==> config.mk <==
export PLATFORM = sky130hd
export DESIGN_NAME = float32_to_scaled_integer_top
export DESIGN_NICKNAME = d
export VERILOG_FILES = /design/src/sv/f2si_pkg.sv /design/src/sv/float32_to_scaled_integer_top.sv
export SDC_FILE = /design/constraint.sdc
export NUM_CORES = 2
export LEC_CHECK = 0
export BUFFER_PORTS_ARGS = -buffer_cell sky130_fd_sc_hd__buf_2
export CAP_MARGIN = 20
export CORE_MARGIN = 5
export CORE_UTILIZATION = 25
export CTS_BUF_LIST = sky130_fd_sc_hd__clkbuf_8
export DETAILED_ROUTE_END_ITERATION = 8
export GPL_ROUTABILITY_DRIVEN = 0
export SYNTH_ARGS = -nofsm -noshare
export SYNTH_HDL_FRONTEND = slang
export SYNTH_SLANG_ARGS = --single-unit
==> constraint.sdc <==
create_clock -name clk_i -period 11 [get_ports clk_i]
set_input_delay 3.3 -clock clk_i [delete_from_list [all_inputs] [get_ports clk_i]]
set_output_delay 3.3 -clock clk_i [all_outputs]
set_load 0.02 [all_outputs]
==> src/sv/f2si_pkg.sv <==
`timescale 1ns / 1ps

package f2si_pkg;

  // field widths
  localparam int unsigned RawW     = 32;
  localparam int unsigned ScaleW   = 20;
  localparam int unsigned MantW    = 24;
  localparam int unsigned ExpW     = 8;
  localparam int unsigned ProdW    = MantW + ScaleW;
  localparam int unsigned ValueW   = 64;
  localparam int unsigned MagW     = ValueW - 1;
  localparam int unsigned AmtW     = 6;

  // stream widths, rounded up to whole bytes
  localparam int unsigned InDataW  = ((RawW + ScaleW + 7) / 8) * 8;
  localparam int unsigned OutDataW = ValueW;

  // exponent handling
  localparam logic [ExpW-1:0] ShiftBias = 8'd150;
  localparam logic [ExpW-1:0] ExpOnes   = 8'hff;
  localparam logic [ExpW-1:0] MaxLeft   = 8'd31;
  // beyond this right shift the rounded result is always zero
  localparam logic [ExpW-1:0] MaxRight  = 8'(ProdW + 1);

  localparam int unsigned WideW = ProdW + 31;

  localparam logic [MagW-1:0] MagSat = '1;

endpackage

==> src/sv/float32_to_scaled_integer_top.sv <==
`timescale 1ns / 1ps

// Converts a stream of IEEE754 single-precision words into signed integers
// scaled by a per-beat unsigned factor: the 24-bit mantissa (implicit one
// always set) is multiplied by the scale and shifted by exponent minus 150,
// rounding half up on right shifts. Zero, infinity and NaN give 0; left
// shifts past 31 give 0; a left-shifted magnitude beyond 2^63-1 saturates
// and raises the overflow flag in tuser. The datapath is a four-stage
// pipeline (multiply, shift, round, sign), so one beat is taken every cycle
// while the output side is not stalled, and each result passes through the
// stage registers in that order. Each stage holds its beat independently, so
// a stall on the output only stops the stages that are full behind it.
module float32_to_scaled_integer_top (
  input  logic                           clk_i,
  input  logic                           rst_ni,
  input  logic                           s_axis_tvalid_i,
  output logic                           s_axis_tready_o,
  // [31:0] raw_word, [51:32] scale, [55:52] zero
  input  logic [f2si_pkg::InDataW-1:0]   s_axis_tdata_i,
  output logic                           m_axis_tvalid_o,
  input  logic                           m_axis_tready_i,
  // [63:0] value
  output logic [f2si_pkg::OutDataW-1:0]  m_axis_tdata_o,
  // [0] overflow
  output logic                           m_axis_tuser_o
);
  import f2si_pkg::*;

  // stage enables, back to front
  logic en1, en2, en3, en4;
  logic v1_q, v2_q, v3_q, v4_q;

  assign en4 = !v4_q || m_axis_tready_i;
  assign en3 = !v3_q || en4;
  assign en2 = !v2_q || en3;
  assign en1 = !v1_q || en2;
  assign s_axis_tready_o = en1;

  // stage 1: decode and multiply
  logic [RawW-1:0]   raw;
  logic [ScaleW-1:0] scl;
  logic [ExpW-1:0]   expf;
  logic [MantW-1:0]  mant;
  logic [ExpW-1:0]   lsh, rsh;
  logic              left_d, kill_d;
  logic [AmtW-1:0]   amt_d;
  logic [ProdW-1:0]  prod_d;

  logic              neg1_q, left1_q, kill1_q;
  logic [AmtW-1:0]   amt1_q;
  logic [ProdW-1:0]  prod1_q;

  always_comb begin
    raw    = s_axis_tdata_i[RawW-1:0];
    scl    = s_axis_tdata_i[RawW+ScaleW-1:RawW];
    expf   = raw[30:23];
    mant   = {1'b1, raw[22:0]};
    prod_d = ProdW'(mant) * ProdW'(scl);
    lsh    = expf - ShiftBias;
    rsh    = ShiftBias - expf;
    left_d = expf >= ShiftBias;
    kill_d = (raw[30:0] == '0) || (expf == ExpOnes);
    if (left_d) begin
      if (lsh > MaxLeft) kill_d = 1'b1;
      amt_d = lsh[AmtW-1:0];
    end else begin
      if (rsh > MaxRight) kill_d = 1'b1;
      // shift by r-1 here, the last bit goes after the rounding add
      amt_d = AmtW'(rsh - 8'd1);
    end
  end

  always_ff @(posedge clk_i or negedge rst_ni) begin
    if (!rst_ni) begin
      v1_q <= 1'b0;
    end else if (en1) begin
      v1_q <= s_axis_tvalid_i;
    end
  end

  always_ff @(posedge clk_i) begin
    if (en1) begin
      neg1_q  <= raw[31];
      left1_q <= left_d;
      kill1_q <= kill_d;
      amt1_q  <= amt_d;
      prod1_q <= prod_d;
    end
  end

  // stage 2: barrel shift and overflow check
  logic [WideW-1:0] wide;
  logic [MagW-1:0]  mag2_d;
  logic             rnd2_d, ovf2_d;

  logic             neg2_q, rnd2_q, ovf2_q;
  logic [MagW-1:0]  mag2_q;

  always_comb begin
    wide   = WideW'(prod1_q) << amt1_q[4:0];
    mag2_d = '0;
    rnd2_d = 1'b0;
    ovf2_d = 1'b0;
    if (kill1_q) begin
      mag2_d = '0;
    end else if (left1_q) begin
      if (|wide[WideW-1:MagW]) begin
        mag2_d = MagSat;
        ovf2_d = 1'b1;
      end else begin
        mag2_d = wide[MagW-1:0];
      end
    end else begin
      mag2_d = MagW'(prod1_q >> amt1_q);
      rnd2_d = 1'b1;
    end
  end

  always_ff @(posedge clk_i or negedge rst_ni) begin
    if (!rst_ni) begin
      v2_q <= 1'b0;
    end else if (en2) begin
      v2_q <= v1_q;
    end
  end

  always_ff @(posedge clk_i) begin
    if (en2) begin
      neg2_q <= neg1_q;
      rnd2_q <= rnd2_d;
      ovf2_q <= ovf2_d;
      mag2_q <= mag2_d;
    end
  end

  // stage 3: round half up on right shifts
  logic [ProdW:0]  inc;
  logic [MagW-1:0] mag3_d;

  logic            neg3_q, ovf3_q;
  logic [MagW-1:0] mag3_q;

  always_comb begin
    inc    = {1'b0, mag2_q[ProdW-1:0]} + 1'b1;
    mag3_d = rnd2_q ? MagW'(inc[ProdW:1]) : mag2_q;
  end

  always_ff @(posedge clk_i or negedge rst_ni) begin
    if (!rst_ni) begin
      v3_q <= 1'b0;
    end else if (en3) begin
      v3_q <= v2_q;
    end
  end

  always_ff @(posedge clk_i) begin
    if (en3) begin
      neg3_q <= neg2_q;
      ovf3_q <= ovf2_q;
      mag3_q <= mag3_d;
    end
  end

  // stage 4: apply sign into the output register
  logic [ValueW-1:0] value_d;
  logic [ValueW-1:0] value_q;
  logic              ovf4_q;

  assign value_d = neg3_q ? (ValueW'(0) - {1'b0, mag3_q}) : {1'b0, mag3_q};

  always_ff @(posedge clk_i or negedge rst_ni) begin
    if (!rst_ni) begin
      v4_q <= 1'b0;
    end else if (en4) begin
      v4_q <= v3_q;
    end
  end

  always_ff @(posedge clk_i) begin
    if (en4) begin
      value_q <= value_d;
      ovf4_q  <= ovf3_q;
    end
  end

  assign m_axis_tvalid_o = v4_q;
  assign m_axis_tdata_o  = value_q;
  assign m_axis_tuser_o  = ovf4_q;

endmodule

After elaboration in Yosys (flattened, before gate mapping)
Index checks and enable logic that the tools add are counted.

word-level totals
  input bits = 60
  register bits = 253
  word-level logic and storage cells = 55

operators by class
  reduce and logical (&&, ||, !) cells = 12
  multipliers = 1
  shifts and indexed selects = 2
  add/sub/neg operators = 5
  bitwise operators = 1
  eq/ne operators = 1
  multiplexer cells = 10
  order comparisons = 3

operators by type and width
  kind                     count
  $mux W63                 3
  $shl A44 B5 Y75          1
  $sub A1 B63 Y64 const A  1
  $shr A44 B6 Y63          1
  $add A44 B1 Y45 const B  1
  $mul A24 B20 Y44         1
  $mux W44                 1
  $logic_not A31 Y1        1
  $reduce_or A12 Y1        1
  $eq A8 B8 Y1 const B     1
  $ge A8 B8 Y1 const B     1
  $gt A8 B5 Y1 const B     1
  $gt A8 B6 Y1 const B     1
  $sub A8 B8 Y8 const A    1
  $sub A8 B8 Y8 const B    1
  $mux W6                  1
  $sub A6 B1 Y6 const B    1
  $logic_or A1 B1 Y1       5
  $mux W1                  5
  $logic_not A1 Y1         4
  $reduce_or A2 Y1         1
  $not A1 Y1               1

Depth between registers and ports, before layout
  word-level depth = 5
  depth in mapped cells = 26
  depth with buffers taken out = 24

Worst setup path before layout
OpenSTA, ideal clock, no wires.

  kind = input port to flip-flop
  from = input port s_axis_tdata_i[11] (netlist bit)
  to = register prod1_q[42] (data pin)
  library setup time = 278 ps
  arrival time = 9117 ps
  cell stages on the path = 23
  data required time = 10722 ps
  slack = 1606 ps
  cell sequence = clkbuf_1 and2_1 fa_1 fa_1 inv_1 fa_1 inv_1 fa_1 fa_1 fa_1 inv_1 fa_1 inv_1 ha_1 clkbuf_1 and4_1 o21a_1 a221oi_1 o41ai_1 and3_1 nor3_1 nor2_1 a311oi_1

between the ends
  cells in the longest elaborated chain, start to end = 1

RTL lines
  what                  RTL line                             text
  start, declared       float32_to_scaled_integer_top.sv:19  input logic [f2si_pkg::InDataW-1:0] s_axis_tdata_i,
  $mul A24 B20 Y44      float32_to_scaled_integer_top.sv:58  prod_d = ProdW'(mant) * ProdW'(scl);
  named net prod_d[42]  float32_to_scaled_integer_top.sv:47  logic [ProdW-1:0] prod_d;
  end signal, assigned  float32_to_scaled_integer_top.sv:87  prod1_q <= prod_d;
  end, declared         float32_to_scaled_integer_top.sv:51  logic [ProdW-1:0] prod1_q;

The timed path passes the listed nets, and every way through them passes these cells.
A chain may end at the register's enable or synchronous reset.

Worst setup path in the final report
  from = input port s_axis_tdata_i[9] (netlist bit)
  to = register prod1_q[42] (data pin)

The elaborated chain is that of the path after synthesis.

==> impl_metrics.csv <==
group,metric,value,unit
critical_path,crit_fanout,20,
clock_network,htree_levels,2,
grt,grt_pass1_vias,24216,
grt,overflow,0,
yosys,synth_cell_types,72,
grt,grt_max_degree,98,
grt,grt_pass1_wl,136000,µm
finish,area_growth,9.15,%
yosys,synth_edf_count,249,
yosys,ys.flop_type,"edfxtp_1",
yosys,synthTopCellsByCount,"inv_1 (438), fa_1 (392), nand2_1 (339)",
clock_network,clkLatencyLatePin,0.60,ns
yosys,synth.most_common_cell,"inv_1",
drt,wirelength,84200,µm
timing,slew_headroom,32.2,%
clock_network,cts.sinks,253,
timing,max_clock_freq,104,MHz
yosys,syn_nets,3931,
critical_path,crit_path_end_kind,"flip-flop",
floorplan,num_rows,131,
drt,drt-initial-drc-count,2027,
yosys,synth-async-reset-ratio,1.58,%
critical_path,startpoint_type,"primary input",
clock_network,postCtsResizedCells,0,
clock_network,tritoncts,"built",
yosys,yosys_warnings,0,
yosys,yosysTopAreaCell,"fa_1",
yosys,yosys.area.top_type_share,24.7,%
flow_run,drv_cap,0,
floorplan,die_area,135000,µm²
grt,grt_util_all_layers,12.4,%
critical_path,slowest_stage,"fa_1",
critical_path,slowest_delay,0.52,ns
critical_path,critPathArrivalTime,10.05,ns
clock_network,cts_hold_buffers,0,
timing,finalHoldViolations,0,
critical_path,ff2ff_path_depth,10,
clock_network,clk_pin_slew_worst_paths,0.06,ns
finish,layout-drive-gt1-share,9.29,%
clock_network,cts_inserted_buffers,42,
critical_path,required,11.41,ns
drt,ant_nets,0,
timing,min_period_over_period,87.6,%
hold_path,worstHoldStart,"neg1_q",
critical_path,crit_start,"s_axis_tdata_i[9]",
finish,final_nets,3922,
status,status,"complete, no violations",
yosys,seq_area_frac_synth,23.8,%
hold_path,hold_class,"flip-flop to flip-flop",
critical_path,r2r_slack,6.33,ns
timing,worst_pin_slew,1.02,ns
timing,rsz0062_at_grt,"false",
floorplan,core-area,127000,µm²
placed_design,io_buffers,122,
critical_path,path_common_cell,"fa_1",
grt,antenna_found_initial,13,
drt,viasPerCell,4.76,
yosys,synth_area,31800,µm²
timing,setup_viol,0,
yosys,synth_cells,3317,
timing,finalClockSkew,0.0356,ns
yosys,avgSynthCellArea,9.59,µm²
floorplan,io_pins,127,
yosys,synth-seq-cells,253,
clock_network,cts_setup_buffers,0,
timing,slew_violations,0,
placed_design,dpl.hpwl,64200,µm
floorplan,start_util,25.1,%
yosys,yosys-top-cells-area,"fa_1 (25%), edfxtp_1 (23%), ha_1 (6.4%), and2_1 (5.3%), inv_1 (5.2%)",
critical_path,timing.critical_path.to,"prod1_q[42]",
critical_path,crit_type,"primary input to flip-flop",
floorplan,die_h,367,µm
drt,remaining_drc_errors,0,
drt,vias,23803,
floorplan,fp.dieW,367,µm
critical_path,worstReg2RegStart,"amt1_q[1]",
timing,finalCriticalPeriod,9.64,ns
drt,firstDrtPassIters,6,
drt,wire_per_inst,16.8,µm
clock_network,root_buffer,"clkbuf_8",
timing,setup_tns,0,ns
critical_path,r2r-end,"mag2_q[15]",
clock_network,clockBufferDepth,3,
cell type report:
cell class / instances / area [µm²]
fill: 13426 / 92300
multi-input combinational: 2416 / 21800
sequential: 253 / 7580
tap: 1662 / 2080
inverter: 440 / 1650
timing repair buffer: 155 / 878
clock buffer: 42 / 578
clock inverter: 32 / 170
antenna: 2 / 5.00
worst max-delay path: cells and delay by family:
family | cells | cell delay, ns
compound gates | 4 | 1.05
fa+ha+maj | 8 | 3.74
buf+inv | 8 | 0.95
simple gates | 5 | 1.00
state kept, by name, summed over array words and instances, names as in the netlist:
| name | cells |
|---|---|
| m_axis_tdata_o | 64 |
| kill1_q | 1 |
| left1_q | 1 |
| v1_q | 1 |
| v2_q | 1 |
| mag3_q | 63 |
| rnd2_q | 1 |
| prod1_q | 44 |
| neg1_q | 1 |
| neg2_q | 1 |
| ovf3_q | 1 |
| m_axis_tvalid_o | 1 |
| mag2_q | 63 |
| m_axis_tuser_o | 1 |
| v3_q | 1 |
| ovf2_q | 1 |
| neg3_q | 1 |
| amt1_q | 6 |
cells by family (layout without fill, tap and decap cells):
group | Yosys count | in the layout | share of synthesized area [%]
AOI/OAI and AO/OA | 519 | 519 | 9.98
xor gates and xnor gates | 122 | 122 | 3.36
adders and majority gates | 554 | 554 | 31.0
buffers and inverters | 648 | 669 | 7.77
DFF | 253 | 253 | 23.8
muxes | 158 | 158 | 7.85
other | 0 | 2 | 0
and+or+nand+nor | 1063 | 1063 | 16.2
cells in the final DEF (no fill, tap or decap), types with 26 or more instances in the layout:
cell | netlist | routed
nor3_1 | 26 | 26
fa_1 | 392 | 392
edfxtp_1 | 249 | 249
a21oi_1 | 199 | 199
and2_1 | 271 | 271
inv_1 | 438 | 450
mux4_2 | 72 | 72
nor2b_1 | 27 | 27
mux2i_1 | 74 | 74
xnor2_1 | 105 | 105
o22ai_1 | 28 | 28
ha_1 | 162 | 162
o21ai_0 | 107 | 107
nor2_1 | 243 | 243
nand2_1 | 339 | 338
nand3_1 | 41 | 40
clkbuf_8 | 0 | 42
buf_4 | 3 | 32
buf_2 | 12 | 122
worst min path at each step:
stage / endpoint / cells after the start / slack, ns
2_1_floorplan: m_axis_tuser_o / 0 / 0.40
3_3_place_gp: neg2_q / 0 / 0.40
3_5_place_dp: neg2_q / 0 / 0.41
4_1_cts: neg2_q / 0 / 0.42
5_1_grt: neg2_q / 0 / 0.42
6_report: neg2_q / 0 / 0.42
through the flow:
step	cell area (µm²)	setup slack [ns]	util, %	std cells	hold WS [ns]
after CTS	34700	1.39	27.3	4998	0.421
after floorplan	31800	1.61	-	3317	0.400
after global routing	34700	0.906	27.3	5000	0.422
after detailed placement	33900	0.748	26.7	4924	0.407
final	34700	1.36	27.3	5002	0.424
after global placement	33900	0.766	26.7	4924	0.403
layer usage:
metal	track usage [%]	share of wire (%)
met5	0.214	0.068
met4	2.78	2.4
met3	2.33	7.5
met2	19.7	45
met1	17.5	45
Power is not shown: default switching activity piles up to over one toggle a cycle in this logic, so the estimate is an artifact.
